<file path="src/rtl/tms_ram.sv">
module tms_ram #(
   parameter int WIDTH = 8,
   parameter int DEPTH = 256
) (
   input  logic                     clock,
   input  logic                     we,
   input  logic [$clog2(DEPTH)-1:0] addr,
   input  logic [WIDTH-1:0]         wdata,
   output logic [WIDTH-1:0]         rdata
);

   logic [WIDTH-1:0] mem [DEPTH];

   // Write or read one entry, read data registered
   always_ff @(posedge clock) begin
      if (we) begin
         mem[addr] <= wdata;
      end
      rdata <= mem[addr];
   end

endmodule

</file>
<file path="config.mk">
export PLATFORM = sky130hd
export DESIGN_NAME = tms_ram
export DESIGN_NICKNAME = d
export VERILOG_FILES = /design/src/rtl/tms_ram.sv
export SDC_FILE = /design/constraint.sdc
export NUM_CORES = 2
export LEC_CHECK = 0
export ABC_AREA = 0
export BUFFER_PORTS_ARGS = -buffer_cell sky130_fd_sc_hd__buf_2
export CELL_PAD_IN_SITES_DETAIL_PLACEMENT = 0
export CELL_PAD_IN_SITES_GLOBAL_PLACEMENT = 1
export CORE_MARGIN = 2
export CORE_UTILIZATION = 60
export DETAILED_ROUTE_END_ITERATION = 16
export PLACE_DENSITY_LB_ADDON = 0.1
export SYNTH_ARGS = -nofsm -noshare
export SYNTH_HDL_FRONTEND = slang
export SYNTH_SLANG_ARGS = --single-unit
</file>
<file path="constraint.sdc">
create_clock -name clock -period 3.4 [get_ports clock]
set_input_delay 0 -clock clock [delete_from_list [all_inputs] [get_ports clock]]
set_output_delay 0 -clock clock [all_outputs]
set_load 0.005 [all_outputs]
</file>
* Word level (Yosys, flattened, before mapping)
Memory sizes are Yosys's and may differ from the RTL's. A register that Yosys moved wholly into a read port is not among the register bits. Index checks and enable logic that the tools add are counted.
Cells by class: muxes and demuxes 2
Operator list (number):
- $mux W1 | 2
Storage, ports and cells: output and inout bits 8, bits in registers 0, memories 1, RAM bits 2048, logic and storage cells 3
Memories:
- mem | words 256, width 8, read ports 1, clocked after Yosys merged registers in 1, wr ports 1, RTL line 12 | logic [WIDTH-1:0] mem [DEPTH];

* Logic depth before layout (Yosys ltp)
depth after elaboration 2, depth in mapped cells 10, mapped depth without buffers 5

* Least setup slack after synthesis
Ideal clock, no wire load.
path type input port to flip-flop, from in addr[1], to mem mem[111][0], enable pin, library setup time 370 ps, data required time 3030 ps, arrival 1849 ps, path slack 1181 ps, stages on the path 9, path through buf_2 > clkbuf_1 > clkbuf_1 > nand2_1 > buf_2 > nor2_1 > nand2_1 > clkbuf_1 > nor2_1
RTL lines:
- start, declared | RTL line 7 | input logic [$clog2(DEPTH)-1:0] addr,
- end, declared | RTL line 12
No word-level cell before the write port.

==> results.md <==
Finish:
- The post-route netlist has ~30% of its cells at a drive strength greater than 1.
- The number of nets in the layout is around 4k.
- Leaving out fill and tap cells, the most frequent cell in the layout is sky130_fd_sc_hd__edfxtp_1.
- The layout overhead on the synthesized area is 14.4%.
- The top cell types in the final layout, fill and taps aside, are 2048 x sky130_fd_sc_hd__edfxtp_1, 512 x sky130_fd_sc_hd__mux4_2, 362 x sky130_fd_sc_hd__buf_4.

CTS:
- The number of buffers on the longest clock path is 3.
- The number of clock buffers added by TritonCTS is 198.
- The clock transition at the registers of the reported paths is approximately 0.060 ns.
- The clock insertion delay at the later pin of the skew report is around 0.8 ns.
- The number of setup buffers added after CTS is 0.
- TritonCTS built the clock tree.
- The root buffer cell chosen for the clock tree is sky130_fd_sc_hd__clkbuf_16.
- The H-tree generated during clock tree synthesis spans 4 levels.
- The number of clock sinks is approximately 2.1k.

STA:
- The number of slew-limit violations in the final report is 0.
- The time the final worst path needs with I/O delays and setup is about 3.1 ns.
- The hold violation total from the final report is 0.
- The total negative slack for setup checks is 0 ns.
- For the pin with the worst max-slew slack, the measured transition is 1.30 ns.
- The setup skew after layout is roughly 0.023 ns.
- Measured against its own limit, the worst slew margin works out to 12.0%.
- Timing would allow up to ~0.32 GHz.
- Hold is met by between 0.07 and 0.08 ns.
- Setup violations remaining at the end of the flow were counted as 0.
- Of the available clock period, the critical path in the final layout requires 92.6%.
- Setup repair after global routing left no endpoint under its margin.

Setup path:
- The critical path data arrival time is 3.85 ns.
- Counting both buffers and inverters, the worst setup path holds a total of 1.
- In this run the worst setup path begins at mem[251][6].
- For this design, the slowest cell found on the critical path is sky130_fd_sc_hd__o41ai_1.
- The largest fanout on the critical path is 1.
- The critical register-to-register path startpoint is mem[251][6].
- The critical path goes through mux4_2, a22oi_1, a21oi_1, o41ai_1, nand4_1, dlygate4sd3_1.
- The worst setup path is captured at a register.
- At the worst endpoint, the required time is roughly 4.1 ns.
- The critical path class is register to register.
- The sort of element at the start of the critical path is a register.
- For this run, the slowest stage of the critical path takes 0.84 ns.
- Grouping stages by cell kind, the critical path spends the most delay in compound AO/OA/AOI/OAI gates.

Synth:
- The total number of yosys warnings is 0.
- The synthesized netlist net count is ~3.6k.
- Averaged over all synthesized cells, the footprint is ~22 um2.
- Yosys mapped the design onto 22 distinct sky130hd cell types.
- The mapped cell area is 78500 um2.
- The post-synthesis sequential area ratio is approximately four fifths.
- Synthesis produced a netlist whose cell count is 3547.
- Synthesis inferred around 2k register bits.

GRT:
- The wire length of the first global-routing pass is about 270000 um.
- Global routing used 45.8% of the available met2 tracks.
- The aggregate global routing overflow is 0.
- For this run, global-route usage on met1 was measured as between 40% and 50%.
- In the global route stage, met3 resource usage came out at around 5.2%.
- The via count of the first global-routing pass is ~39k.
- The initial antenna violation count is 10.
- The global routing stage identified its most utilized layer as met2.
- The largest net degree at the start of global routing is 150.
- The aggregate global-route resource usage is 28.8%.

Routing:
- In this run, the number of DRC markers left after iteration 0 of detailed routing was 5329.
- The number of DRC violations after detailed routing is 0.
- The routed layout has between 30k and 40k vias.
- The pre-antenna-repair detailed-routing pass consisted of 6 iterations.
- The number of nets with antenna violations after routing is 0.
- The detailed-route wire length is around 190000 um.
- In the routed layout, each cell is associated on average with a via count of 6.57.
- The detail-routed net length per standard cell is about 32 um.

Pwr:
- The reported leakage power is 28.1 nW.
- The maximum ir drop on the vdd rail is roughly 570 uV.
- Summing internal, switching and leakage power gives just over 50 mW.
- For this design the ratio of total power to cell area is 573 nW/um2.

Place:
- The detailed placement HPWL is 117000 um.
- The congestion estimate from routability-driven global placement came to about 0.85.
- The port buffer count is 25.

Flow run:
- The max capacitance violation total is 0.

Floorplan:
- After floorplanning, the core was sized to cover approximately 130000 um2.
- The floorplan step set the die height to roughly 370 um.
- The top-level I/O count is 26.
- The initial standard-cell utilization of the core is about three fifths.
- The die width is about 370 um.
- The floorplan has approximately 130 rows.
- The overall die area is between 100000 and 150000 um2.

Hold path:
- In this run the most critical hold path is launched from wdata[6].
- The class of the worst hold path is input port to register.

Status:
- The run finished with clean final reports.
-- kinds of logic after synthesis --
family	Yosys count	synth area share (%)
simple gates	330	1.73
compound gates	416	3.62
flops	2056	78.6
buf+inv	233	1.40
mux	512	14.7
-- path summary, 6_finish.rpt --
path | to | cells past startpoint | slack (ns)
worst max-delay path | rdata[6] | 6 | 0.25
worst min-delay path | mem[181][6] | 1 | 0.07
worst max register to register | rdata[6] | 6 | 0.25
worst min register to register | rdata[2] | 5 | 0.94
-- registers in the layout, summed over array words and instances, names as in the netlist --
| name | count |
|---|---|
| rdata | 8 |
| mem | 2048 |
-- per-stage QoR --
stage               setup slack [ns]  instances  instance area, um2  util [%]
finish                         0.252       5866               89800      69.2
global route                   0.199       5865               89800      69.2
CTS                            0.240       5864               89800      69.2
detailed placement            -0.122       5489               83400      64.4
global placement              -0.131       5489               83400      64.4
floorplan                       1.18       3547               78500         -
-- power breakdown --
group	leakage, nW	internal [mW]	switching, mW
combinational	6.61	0.905	1.53
clock	3.04	12.0	9.01
sequential	18.5	27.9	0.0536
-- timing repair --
action / 4_1_cts / 5_1_grt
hold buffers: 12 / 0
gates resized for setup: 0 / 0
endpoints found under the hold margin: 584 / 0
-- layer usage --
metal	wire (um)	part of all wire [%]
met5	69	0.037
met4	4740	2.5
met3	16400	8.7
met2	92100	49
met1	74500	40
-- layout make-up --
class	instances	area [um2]
clock buffers	260	5410
multi-input cells	1258	15800
repair buffers	444	3950
clock inverters	103	803
diodes	2	5.00
fillers	7980	39900
well taps	1742	2180
flip-flops and latches	2056	61700
inverters	1	3.75
-- synthesized netlist by cell type --
cell,n,area share (%)
sky130_fd_sc_hd__and2_1,3,0.024
sky130_fd_sc_hd__buf_4,16,0.15
sky130_fd_sc_hd__buf_2,36,0.23
sky130_fd_sc_hd__nand2_1,28,0.13
sky130_fd_sc_hd__nand4_1,8,0.064
sky130_fd_sc_hd__buf_1,19,0.091
sky130_fd_sc_hd__dfxtp_1,8,0.20
sky130_fd_sc_hd__nor2b_1,7,0.056
sky130_fd_sc_hd__nor3_1,30,0.19
sky130_fd_sc_hd__clkbuf_1,145,0.69
sky130_fd_sc_hd__nand3_1,13,0.083
sky130_fd_sc_hd__buf_6,16,0.23
sky130_fd_sc_hd__nand2b_1,6,0.048
sky130_fd_sc_hd__a22oi_1,256,2.4
sky130_fd_sc_hd__or2_2,2,0.016
sky130_fd_sc_hd__inv_1,1,0.0048
sky130_fd_sc_hd__edfxtp_1,2048,78
sky130_fd_sc_hd__mux4_2,512,15
sky130_fd_sc_hd__o41ai_1,32,0.36
sky130_fd_sc_hd__nor2_1,232,1.1
sky130_fd_sc_hd__a21oi_1,128,0.82
sky130_fd_sc_hd__or3_1,1,0.0080
(Power assumes the default switching activity.)
